[config.mk]
export PLATFORM = sky130hd
export DESIGN_NAME = nmea_rmc_sentence_parser_core
export DESIGN_NICKNAME = d
export VERILOG_FILES = /design/src/rtl/core/nrp_pkg.sv /design/src/rtl/core/nmea_rmc_sentence_parser_core.sv /design/src/rtl/core/nrp_front.sv /design/src/rtl/core/nrp_back.sv
export SDC_FILE = /design/constraint.sdc
export NUM_CORES = 1
export LEC_CHECK = 0
export ABC_CLOCK_PERIOD_IN_PS = 13300
export BUFFER_PORTS_ARGS = -buffer_cell sky130_fd_sc_hd__buf_2
export CORE_UTILIZATION = 25
export CTS_BUF_LIST = sky130_fd_sc_hd__clkbuf_8
export CTS_CLUSTER_SIZE = 16
export DETAILED_ROUTE_END_ITERATION = 10
export SLEW_MARGIN = 20
export SYNTH_ARGS = -nofsm -noshare
export SYNTH_HDL_FRONTEND = slang
export SYNTH_HIERARCHICAL = 1
export SYNTH_SLANG_ARGS = --single-unit
export TNS_END_PERCENT = 1
[constraint.sdc]
create_clock -name clk -period 13.3 [get_ports clk]
set_clock_uncertainty 0.05 [all_clocks]
set_input_delay 0.665 -clock clk [delete_from_list [all_inputs] [get_ports clk]]
set_output_delay 0.665 -clock clk [all_outputs]
set_load 0.01 [all_outputs]
[src/rtl/core/nrp_pkg.sv]
// ----------------------------------------------------------------------------
// nrp_pkg
// Shared types, constants and character helpers for the RMC sentence parser.
// ----------------------------------------------------------------------------
package nrp_pkg;

    localparam int LINE_MAX_BYTES = 128;
    localparam int MAX_FIELDS     = 17;
    localparam int POS_W          = $clog2(LINE_MAX_BYTES + 1);
    localparam int FLD_W          = $clog2(MAX_FIELDS + 1);
    localparam int QUEUE_DEPTH    = 2;
    localparam int QCNT_W         = $clog2(QUEUE_DEPTH + 1);
    localparam int QPTR_W         = $clog2(QUEUE_DEPTH);

    localparam logic [7:0] CHAR_NUL    = 8'h00;
    localparam logic [7:0] CHAR_LF     = 8'h0A;
    localparam logic [7:0] CHAR_CR     = 8'h0D;
    localparam logic [7:0] CHAR_DOLLAR = 8'h24;
    localparam logic [7:0] CHAR_STAR   = 8'h2A;
    localparam logic [7:0] CHAR_COMMA  = 8'h2C;
    localparam logic [7:0] CHAR_A      = 8'h41;
    localparam logic [7:0] CHAR_R      = 8'h52;
    localparam logic [7:0] CHAR_M      = 8'h4D;
    localparam logic [7:0] CHAR_C      = 8'h43;

    localparam logic [11:0] YEAR_BASE   = 12'd2000;
    localparam logic [6:0]  SYNC_SECOND = 7'd30;
    localparam logic [6:0]  SECOND_NONE = 7'd99;
    localparam logic [3:0]  CHAR_LIMIT  = 4'd15;

    localparam logic [FLD_W-1:0] FIELD_TIME   = FLD_W'(1);
    localparam logic [FLD_W-1:0] FIELD_STATUS = FLD_W'(2);
    localparam logic [FLD_W-1:0] FIELD_LAT    = FLD_W'(3);
    localparam logic [FLD_W-1:0] FIELD_LON    = FLD_W'(5);
    localparam logic [FLD_W-1:0] FIELD_DATE   = FLD_W'(9);

    typedef enum logic [1:0] {
        KIND_CHAR,
        KIND_START,
        KIND_END
    } kind_t;

    typedef enum logic [1:0] {
        CS_BEFORE,
        CS_HI,
        CS_LO,
        CS_DONE
    } cs_phase_t;

    typedef struct packed {
        kind_t      kind;
        logic [7:0] data;
        logic       sync;
    } qent_t;

    function automatic logic [3:0] digit_of(input logic [7:0] c);
        if (c inside {[8'h30:8'h39]})
            return c[3:0];
        return 4'd0;
    endfunction

    function automatic logic [7:0] hex_char(input logic [3:0] nib);
        if (nib < 4'd10)
            return 8'h30 + {4'd0, nib};
        return 8'h41 + {4'd0, nib} - 8'd10;
    endfunction

    function automatic logic [6:0] lat_deg_weight(input logic [3:0] ci);
        case (ci)
            4'd0:    return 7'd10;
            4'd1:    return 7'd1;
            default: return 7'd0;
        endcase
    endfunction

    function automatic logic [9:0] lon_deg_weight(input logic [3:0] ci);
        case (ci)
            4'd0:    return 10'd100;
            4'd1:    return 10'd10;
            4'd2:    return 10'd1;
            default: return 10'd0;
        endcase
    endfunction

    function automatic logic [19:0] lat_min_weight(input logic [3:0] ci);
        case (ci)
            4'd2:    return 20'd100000;
            4'd3:    return 20'd10000;
            4'd5:    return 20'd1000;
            4'd6:    return 20'd100;
            4'd7:    return 20'd10;
            4'd8:    return 20'd1;
            default: return 20'd0;
        endcase
    endfunction

    function automatic logic [19:0] lon_min_weight(input logic [3:0] ci);
        case (ci)
            4'd3:    return 20'd100000;
            4'd4:    return 20'd10000;
            4'd6:    return 20'd1000;
            4'd7:    return 20'd100;
            4'd8:    return 20'd10;
            4'd9:    return 20'd1;
            default: return 20'd0;
        endcase
    endfunction

    function automatic logic [6:0] pair_value(input logic [3:0] hi, input logic [3:0] lo);
        return 7'({3'd0, hi}) * 7'd10 + 7'({3'd0, lo});
    endfunction

endpackage

[src/rtl/core/nmea_rmc_sentence_parser_core.sv]
// ----------------------------------------------------------------------------
// nmea_rmc_sentence_parser_core
// RMC sentence parser: byte front end, short queue, parsing back end.
// ----------------------------------------------------------------------------
// The block takes received bytes while in_stall is low and produces at most
// one result per line, on the LF byte, from a registered output stage. A
// free output register takes the result as the LF leaves the queue; a
// result still waiting on out_stall holds the next LF in the back end until
// it is taken. Throughput is one byte per cycle while in_stall is low, set
// by the per-byte update of the parser state in the back end. A two-entry
// queue absorbs up to two bytes while the back end waits on a stalled
// result; after that, in_stall rises. The user must write the checksum
// option through the configuration channel only while the block is idle;
// the block does not enforce this. No clearing pass is needed after reset.
module nmea_rmc_sentence_parser_core
(
    input  logic        clk,
    input  logic        rst_n,
    input  logic        cfg_valid,
    output logic        cfg_ready,
    input  logic        cfg_data,
    input  logic        in_valid,
    output logic        in_stall,
    input  logic [7:0]  rx_byte,
    input  logic        sync_request,
    output logic        out_valid,
    input  logic        out_stall,
    output logic [4:0]  flags,
    output logic [6:0]  hour,
    output logic [6:0]  minute,
    output logic [6:0]  second,
    output logic [6:0]  day,
    output logic [6:0]  month,
    output logic [11:0] year,
    output logic [6:0]  lat_degrees,
    output logic [19:0] lat_minutes_e4,
    output logic [9:0]  lon_degrees,
    output logic [19:0] lon_minutes_e4
);

    logic           req_cs_reg;
    logic           q_valid;
    logic           q_pop;
    nrp_pkg::qent_t q_entry;

    assign cfg_ready = 1'b1;

    // Hold the checksum option
    always_ff @(posedge clk or negedge rst_n)
    begin
        if (!rst_n)
            req_cs_reg <= 1'b0;
        else if (cfg_valid && cfg_ready)
            req_cs_reg <= cfg_data;
    end

    nrp_front u_front
    (
        .clk          (clk),
        .rst_n        (rst_n),
        .in_valid     (in_valid),
        .in_stall     (in_stall),
        .rx_byte      (rx_byte),
        .sync_request (sync_request),
        .q_valid      (q_valid),
        .q_entry      (q_entry),
        .q_pop        (q_pop)
    );

    nrp_back u_back
    (
        .clk              (clk),
        .rst_n            (rst_n),
        .require_checksum (req_cs_reg),
        .q_valid          (q_valid),
        .q_entry          (q_entry),
        .q_pop            (q_pop),
        .out_valid        (out_valid),
        .out_stall        (out_stall),
        .flags            (flags),
        .hour             (hour),
        .minute           (minute),
        .second           (second),
        .day              (day),
        .month            (month),
        .year             (year),
        .lat_degrees      (lat_degrees),
        .lat_minutes_e4   (lat_minutes_e4),
        .lon_degrees      (lon_degrees),
        .lon_minutes_e4   (lon_minutes_e4)
    );

endmodule

[src/rtl/core/nrp_front.sv]
// ----------------------------------------------------------------------------
// nrp_front
// Accepts received bytes, drops CR and NUL, tags line starts and line ends,
// and holds them in a short queue for the parser back end.
// ----------------------------------------------------------------------------
module nrp_front
(
    input  logic          clk,
    input  logic          rst_n,
    input  logic          in_valid,
    output logic          in_stall,
    input  logic [7:0]    rx_byte,
    input  logic          sync_request,
    output logic          q_valid,
    output nrp_pkg::qent_t q_entry,
    input  logic          q_pop
);

    nrp_pkg::qent_t                  slot_reg [nrp_pkg::QUEUE_DEPTH];
    logic [nrp_pkg::QPTR_W-1:0]      wr_reg;
    logic [nrp_pkg::QPTR_W-1:0]      rd_reg;
    logic [nrp_pkg::QCNT_W-1:0]      cnt_reg;
    logic                            keep;
    logic                            push;
    nrp_pkg::qent_t                  ent;

    // Classify the incoming byte
    always_comb
    begin
        keep     = (rx_byte != nrp_pkg::CHAR_CR) && (rx_byte != nrp_pkg::CHAR_NUL);
        ent.data = rx_byte;
        ent.sync = sync_request;
        if (rx_byte == nrp_pkg::CHAR_LF)
            ent.kind = nrp_pkg::KIND_END;
        else if (rx_byte == nrp_pkg::CHAR_DOLLAR)
            ent.kind = nrp_pkg::KIND_START;
        else
            ent.kind = nrp_pkg::KIND_CHAR;
    end

    assign in_stall = (cnt_reg == nrp_pkg::QCNT_W'(nrp_pkg::QUEUE_DEPTH));
    assign push     = in_valid && !in_stall && keep;
    assign q_valid  = (cnt_reg != '0);
    assign q_entry  = slot_reg[rd_reg];

    // Store pushed entries
    always_ff @(posedge clk)
    begin
        if (push)
            slot_reg[wr_reg] <= ent;
    end

    // Advance pointers and occupancy
    always_ff @(posedge clk or negedge rst_n)
    begin
        if (!rst_n)
        begin
            wr_reg  <= '0;
            rd_reg  <= '0;
            cnt_reg <= '0;
        end
        else
        begin
            if (push)
                wr_reg <= wr_reg + 1'b1;
            if (q_pop && q_valid)
                rd_reg <= rd_reg + 1'b1;
            if (push && !(q_pop && q_valid))
                cnt_reg <= cnt_reg + 1'b1;
            else if (!push && q_pop && q_valid)
                cnt_reg <= cnt_reg - 1'b1;
        end
    end

endmodule

[src/rtl/core/nrp_back.sv]
// ----------------------------------------------------------------------------
// nrp_back
// Parses queued bytes into RMC fields and registers at most one result per sentence.
// ----------------------------------------------------------------------------
module nrp_back
(
    input  logic           clk,
    input  logic           rst_n,
    input  logic           require_checksum,
    input  logic           q_valid,
    input  nrp_pkg::qent_t q_entry,
    output logic           q_pop,
    output logic           out_valid,
    input  logic           out_stall,
    output logic [4:0]     flags,
    output logic [6:0]     hour,
    output logic [6:0]     minute,
    output logic [6:0]     second,
    output logic [6:0]     day,
    output logic [6:0]     month,
    output logic [11:0]    year,
    output logic [6:0]     lat_degrees,
    output logic [19:0]    lat_minutes_e4,
    output logic [9:0]     lon_degrees,
    output logic [19:0]    lon_minutes_e4
);

    logic [nrp_pkg::POS_W-1:0] pos_reg, pos_next;
    logic [3:0]                hdr_reg, hdr_next;
    logic [nrp_pkg::FLD_W-1:0] fld_reg, fld_next;
    logic [3:0]                ci_reg, ci_next;
    logic [7:0]                xor_reg, xor_next;
    nrp_pkg::cs_phase_t        phase_reg, phase_next;
    logic                      csm_reg, csm_next;
    logic                      active_reg, active_next;
    logic [23:0]               tdig_reg, tdig_next;
    logic [23:0]               ddig_reg, ddig_next;
    logic [3:0]                tlen_reg, tlen_next;
    logic [3:0]                dlen_reg, dlen_next;
    logic [6:0]                latd_reg, latd_next;
    logic [19:0]               latm_reg, latm_next;
    logic [9:0]                lond_reg, lond_next;
    logic [19:0]               lonm_reg, lonm_next;
    logic [6:0]                prev_reg, prev_next;

    logic                      out_valid_reg;
    logic [4:0]                flags_reg;
    logic [6:0]                hour_reg, minute_reg, second_reg, day_reg, month_reg;
    logic [11:0]               year_reg;
    logic [6:0]                latd_out_reg;
    logic [19:0]               latm_out_reg;
    logic [9:0]                lond_out_reg;
    logic [19:0]               lonm_out_reg;

    logic                      is_end;
    logic                      cs_ok;
    logic                      taken;
    logic                      line_ok;
    logic                      emit;
    logic [6:0]                hr, mi, se, dd, mo;
    logic [11:0]               yr;
    logic [4:0]                fl;
    logic [7:0]                c;
    logic [3:0]                dg;

    assign c      = q_entry.data;
    assign dg     = nrp_pkg::digit_of(c);
    assign is_end = (q_entry.kind == nrp_pkg::KIND_END);
    assign q_pop  = q_valid && (!is_end || !out_valid_reg || !out_stall);

    // Evaluate the finished sentence
    always_comb
    begin
        cs_ok   = (phase_reg == nrp_pkg::CS_DONE) && csm_reg;
        taken   = active_reg || (tlen_reg == 4'd9 && dlen_reg == 4'd6);
        line_ok = (hdr_reg == 4'hF) && !(require_checksum && !cs_ok);
        hr = '0; mi = '0; se = '0; dd = '0; mo = '0; yr = '0;
        fl = {cs_ok, 1'b0, 1'b1, taken, active_reg};
        if (taken)
        begin
            hr = nrp_pkg::pair_value(tdig_reg[3:0],   tdig_reg[7:4]);
            mi = nrp_pkg::pair_value(tdig_reg[11:8],  tdig_reg[15:12]);
            se = nrp_pkg::pair_value(tdig_reg[19:16], tdig_reg[23:20]);
            dd = nrp_pkg::pair_value(ddig_reg[3:0],   ddig_reg[7:4]);
            mo = nrp_pkg::pair_value(ddig_reg[11:8],  ddig_reg[15:12]);
            yr = 12'(nrp_pkg::pair_value(ddig_reg[19:16], ddig_reg[23:20]))
                 + nrp_pkg::YEAR_BASE;
            if (se == prev_reg)
                fl[2] = 1'b0;
            if (q_entry.sync || (!mi[0] && se == nrp_pkg::SYNC_SECOND))
                fl[3] = 1'b1;
        end
    end

    // Update line state for the popped transaction
    always_comb
    begin
        pos_next = pos_reg;   hdr_next = hdr_reg;     fld_next = fld_reg;
        ci_next = ci_reg;     xor_next = xor_reg;     phase_next = phase_reg;
        csm_next = csm_reg;   active_next = active_reg;
        tdig_next = tdig_reg; ddig_next = ddig_reg;   tlen_next = tlen_reg;
        dlen_next = dlen_reg; latd_next = latd_reg;   latm_next = latm_reg;
        lond_next = lond_reg; lonm_next = lonm_reg;   prev_next = prev_reg;
        emit = 1'b0;
        if (q_pop)
        begin
            if (is_end || q_entry.kind == nrp_pkg::KIND_START)
            begin
                pos_next = '0;   hdr_next = '0;   fld_next = '0;   ci_next = '0;
                xor_next = '0;   phase_next = nrp_pkg::CS_BEFORE;  csm_next = 1'b0;
                active_next = 1'b0; tdig_next = '0; ddig_next = '0;
                tlen_next = '0;  dlen_next = '0;  latd_next = '0;  latm_next = '0;
                lond_next = '0;  lonm_next = '0;
            end
            if (is_end)
            begin
                emit = line_ok;
                if (line_ok && taken)
                    prev_next = se;
            end
            else if (pos_next < nrp_pkg::POS_W'(nrp_pkg::LINE_MAX_BYTES))
            begin
                // Match the sentence header
                if (pos_next == nrp_pkg::POS_W'(0) && c == nrp_pkg::CHAR_DOLLAR)
                    hdr_next[0] = 1'b1;
                if (pos_next == nrp_pkg::POS_W'(3) && c == nrp_pkg::CHAR_R)
                    hdr_next[1] = 1'b1;
                if (pos_next == nrp_pkg::POS_W'(4) && c == nrp_pkg::CHAR_M)
                    hdr_next[2] = 1'b1;
                if (pos_next == nrp_pkg::POS_W'(5) && c == nrp_pkg::CHAR_C)
                    hdr_next[3] = 1'b1;

                // Run the checksum
                if (pos_next != '0)
                begin
                    case (phase_next)
                        nrp_pkg::CS_BEFORE:
                        begin
                            if (pos_next >= nrp_pkg::POS_W'(2) && c == nrp_pkg::CHAR_STAR)
                                phase_next = nrp_pkg::CS_HI;
                            else
                                xor_next = xor_next ^ c;
                        end
                        nrp_pkg::CS_HI:
                        begin
                            csm_next   = (c == nrp_pkg::hex_char(xor_next[7:4]));
                            phase_next = nrp_pkg::CS_LO;
                        end
                        nrp_pkg::CS_LO:
                        begin
                            csm_next   = csm_next && (c == nrp_pkg::hex_char(xor_next[3:0]));
                            phase_next = nrp_pkg::CS_DONE;
                        end
                        default: ;
                    endcase
                end

                // Split fields and take characters
                if (c == nrp_pkg::CHAR_COMMA || c == nrp_pkg::CHAR_STAR)
                begin
                    if (fld_next < nrp_pkg::FLD_W'(nrp_pkg::MAX_FIELDS))
                        fld_next = fld_next + 1'b1;
                    ci_next = '0;
                end
                else if (fld_next < nrp_pkg::FLD_W'(nrp_pkg::MAX_FIELDS)
                         && ci_next < nrp_pkg::CHAR_LIMIT)
                begin
                    case (fld_next)
                        nrp_pkg::FIELD_TIME:
                        begin
                            if (ci_next < 4'd6)
                                tdig_next[ci_next[2:0]*4 +: 4] = dg;
                            tlen_next = ci_next + 1'b1;
                        end
                        nrp_pkg::FIELD_STATUS:
                        begin
                            if (ci_next == 4'd0)
                                active_next = (c == nrp_pkg::CHAR_A);
                        end
                        nrp_pkg::FIELD_LAT:
                        begin
                            latd_next = latd_next
                                        + 7'({3'd0, dg}) * nrp_pkg::lat_deg_weight(ci_next);
                            latm_next = latm_next
                                        + 20'({16'd0, dg}) * nrp_pkg::lat_min_weight(ci_next);
                        end
                        nrp_pkg::FIELD_LON:
                        begin
                            lond_next = lond_next
                                        + 10'({6'd0, dg}) * nrp_pkg::lon_deg_weight(ci_next);
                            lonm_next = lonm_next
                                        + 20'({16'd0, dg}) * nrp_pkg::lon_min_weight(ci_next);
                        end
                        nrp_pkg::FIELD_DATE:
                        begin
                            if (ci_next < 4'd6)
                                ddig_next[ci_next[2:0]*4 +: 4] = dg;
                            dlen_next = ci_next + 1'b1;
                        end
                        default: ;
                    endcase
                    ci_next = ci_next + 1'b1;
                end
                pos_next = pos_next + 1'b1;
            end
        end
    end

    // Hold line state
    always_ff @(posedge clk or negedge rst_n)
    begin
        if (!rst_n)
        begin
            pos_reg <= '0;   hdr_reg <= '0;   fld_reg <= '0;   ci_reg <= '0;
            xor_reg <= '0;   phase_reg <= nrp_pkg::CS_BEFORE;  csm_reg <= 1'b0;
            active_reg <= 1'b0; tdig_reg <= '0; ddig_reg <= '0;
            tlen_reg <= '0;  dlen_reg <= '0;  latd_reg <= '0;  latm_reg <= '0;
            lond_reg <= '0;  lonm_reg <= '0;  prev_reg <= nrp_pkg::SECOND_NONE;
        end
        else
        begin
            pos_reg <= pos_next;   hdr_reg <= hdr_next;     fld_reg <= fld_next;
            ci_reg <= ci_next;     xor_reg <= xor_next;     phase_reg <= phase_next;
            csm_reg <= csm_next;   active_reg <= active_next;
            tdig_reg <= tdig_next; ddig_reg <= ddig_next;   tlen_reg <= tlen_next;
            dlen_reg <= dlen_next; latd_reg <= latd_next;   latm_reg <= latm_next;
            lond_reg <= lond_next; lonm_reg <= lonm_next;   prev_reg <= prev_next;
        end
    end

    // Track result valid
    always_ff @(posedge clk or negedge rst_n)
    begin
        if (!rst_n)
            out_valid_reg <= 1'b0;
        else if (emit)
            out_valid_reg <= 1'b1;
        else if (!out_stall)
            out_valid_reg <= 1'b0;
    end

    // Load result payload
    always_ff @(posedge clk)
    begin
        if (emit)
        begin
            flags_reg    <= fl;
            hour_reg     <= hr;
            minute_reg   <= mi;
            second_reg   <= se;
            day_reg      <= dd;
            month_reg    <= mo;
            year_reg     <= yr;
            latd_out_reg <= active_reg ? latd_reg : '0;
            latm_out_reg <= active_reg ? latm_reg : '0;
            lond_out_reg <= active_reg ? lond_reg : '0;
            lonm_out_reg <= active_reg ? lonm_reg : '0;
        end
    end

    assign out_valid      = out_valid_reg;
    assign flags          = flags_reg;
    assign hour           = hour_reg;
    assign minute         = minute_reg;
    assign second         = second_reg;
    assign day            = day_reg;
    assign month          = month_reg;
    assign year           = year_reg;
    assign lat_degrees    = latd_out_reg;
    assign lat_minutes_e4 = latm_out_reg;
    assign lon_degrees    = lond_out_reg;
    assign lon_minutes_e4 = lonm_out_reg;

    a_hdr_needs_pos: assert property (@(posedge clk) disable iff (!rst_n)
        (hdr_reg != '0) |-> (pos_reg != '0))
        else $error("header bits set on an empty line");

    a_end_clears: assert property (@(posedge clk) disable iff (!rst_n)
        (q_pop && is_end) |=> (pos_reg == '0 && fld_reg == '0))
        else $error("line state not cleared after line end");

    a_field_bound: assert property (@(posedge clk) disable iff (!rst_n)
        fld_reg <= nrp_pkg::FLD_W'(nrp_pkg::MAX_FIELDS))
        else $error("field index beyond limit");

endmodule
==> results.cfg <==
[critical_path]
critPathKind = register to register
worstPathMaxFanout = 60
worstPathArrival_ps = 7400
cp_cell_sequence = mux2_2, ha_4, inv_1, nor2_1, nand3_1, nor2_1, nand2_1, fa_1, fa_1, fa_1, inv_1, ha_1, a211oi_1, o21ai_0, and4_1, o41ai_1, a21oi_1, o31ai_1
critPathRequiredTime_ps = 13800
crit_top_cell = fa_1
r2r-start = u_front/rd_reg$_DFFE_PN0P_
cpPeakStageDelay_ps = 690
critPathLaunch = u_front/rd_reg$_DFFE_PN0P_
critPathLaunchType = register
critical_path.endpoint_type = register
cp_slowest_cell = ha_4

[logic_synthesis]
synthMuxAreaShare_pct = 1.254
synth_top_area_cell = dfrtp_1
synth_compound_area_share_pct = 13.02
synthArstFlopShare_pct = 55.21
syn_inst = 2060
synth_top_area_share_pct = 19.24
synth_fp_nets = 2330
ys_seq_elements = 288
yosys_warnings = 6
synth_common_cells = inv_1, nand2_1, nor2_1
synth_top_family_by_area = adder cells
syn_avg_cell_area_um2 = 9.784
synthSimpleGateAreaFrac_pct = 16.93
synth_edf_count = 129
synthAdderAreaFrac_pct = 19.55
ys_seq_area_share_pct = 38.98
syn-cell-area_um2 = 20160
synth_xor_area_share_pct = 4.172
synthFlopType = dfrtp_1
synth_most_common_cell = inv_1
synth_area_leaders = dfrtp_1, edfxtp_1, fa_1
synth_cell_types = 80

[place]
pre_cts_ws_ps = 6529
dpl_cell_area_um2 = 21920
gp_congestion = 0.8903
dp.cells = 3165
io_buffers = 125
hpwl_um = 39240

[sta]
tns_ps = 0
worst_pin_slew_ps = 1053
layout_setup_ws_ps = 6398
hold_slack_ps = 167.3
fmax_mhz = 144.9
rsz0062_at_grt = no
relSlewSlack_pct = 29.71
fin_crit_sh_pct = 51.90
setup_viol = 0
fin_crit_ps = 6902
drv_slew = 0
hold_viol_final = 0

[clock_network]
cts_tree = yes
clkTransAtPathRegs_ps = 60
cts_root_buf = clkbuf_8
cts-resized-gates = 0
worstSkewPairLatency_ps = 660
postCtsSetupBuffers = 0
clock-sinks = 288
cts_htree_levels = 2
max-clock-path-buffers = 3
cts_buffers = 49
hold_buffers = 1

[detailed_routing]
first_pass_iters = 6
drt_iter0_drc = 941
num_vias = 15217
routedWlPerCell_um = 16.50
wirelength_um = 53760
vias_per_cell = 4.669
ant_nets = 0
drc = 0

[worst_hold_path]
worst_hold_path_type = input port to register
holdCritStartpoint = sync_request

[power]
p_leak_nw = 10.51
p_total_mw = 2.930
vdd_ir_drop_max_mv = 0.1123
p_per_area_nw_per_um2 = 127.2

[die]
fp.dieArea_um2 = 81760
die_y_um = 285.9
die_w_um = 285.9
start_util_pct = 25.39
num_io_pins = 127
core_area_um2 = 79390
row_count = 103

[global_route]
grt_max_degree = 72
grt_pass1_wl_um = 86350
grt_overflow = 0
antenna_found_initial = 1
grtUsageTotal_pct = 13.19
grt_pass1_vias = 15202

[cells_and_area]
nNetsFinal = 2437
layoutNonFillerInstCount = 3259
drive_gt1_share_pct = 11.91
fin_area_um2 = 23030
syn2layout_area_growth_pct = 14.27
final_util_pct = 29.01

[status]
status = complete, no violations

[job]
drv_cap = 0
==> final timing paths <==
| check | slack [ps] | depth (start not counted) | to |
|---|---|---|---|
| max reg2reg | 6400 | 18 | u_back/latm_reg[19]$_DFFE_PN0P_ |
| min reg2reg | 430 | 2 | u_back/hdr_reg[1]$_DFFE_PN0P_ |
| max | 6400 | 18 | u_back/latm_reg[19]$_DFFE_PN0P_ |
| min | 170 | 1 | u_front/slot_reg[1][0]$_DFFE_PP_ |
| max in group asynchronous | 10900 | 4 | u_back/lond_reg[8]$_DFFE_PN0P_ |
| min in group asynchronous | 490 | 2 | u_front/cnt_reg[1]$_DFFE_PN0P_ |
==> where the power goes <==
group / internal, mW / switching, mW / total [mW]
sequential: 0.976 / 0.0608 / 1.04
clock: 0.502 / 0.406 / 0.908
combinational: 0.258 / 0.727 / 0.985
==> logic make-up (layout without fill, tap and decap cells) <==
group	Yosys count	in the layout
and+or+nand+nor	688	688
AOI/OAI and AO/OA	394	394
buffers and inverters	315	463
DFF	288	288
adders and majority gates	255	255
xor gates and xnor gates	96	96
muxes	23	23
other	1	2
==> cell usage in the layout, fill, tap and decap left out, types with 13 or more instances in the layout <==
cell type	instances
and2_1	84
fa_1	100
o21ai_0	108
or3_1	13
a22o_1	32
ha_1	154
a31oi_1	13
inv_1	238
xnor2_1	43
nand2_1	203
nand4_1	22
buf_2	124
mux2_2	14
xor2_1	53
a21oi_1	79
nand3_1	57
and3_1	22
nor2b_1	38
clkbuf_8	55
nor2_1	157
o2bb2ai_1	19
a21o_1	30
edfxtp_1	129
buf_4	18
nor3_1	31
dfrtp_1	154
==> cell type report <==
cell class                      count  area [µm²]
Sequential cell                   288        7859
Tap cell                         1050        1314
Clock buffer                       55       757.0
Multi-Input combinational cell   1457       11130
Clock inverter                     37       341.6
Timing Repair Buffer              144       777.0
Antenna cell                        1       2.502
Fill cell                        8442       56360
Inverter                          227       852.1
==> worst max-delay path: cells and delay by family (launching register included) <==
kind            cells  cell delay, ps
fa+ha+maj           5            2660
simple gates        5            1420
compound gates      5            1380
flops               1             630
mux                 1             410
buf+inv             2             210
==> per-layer routing <==
layer | GRT usage (%) | routed length (µm) | vias up
met5 | 0 | 0 | -
met4 | 4.037 | 1358 | 0
met3 | 2.193 | 2509 | 86
met2 | 21.75 | 25140 | 393
met1 | 17.59 | 24760 | 7419
li1 | - | - | 7319
Power figures use the tool's default switching activity.
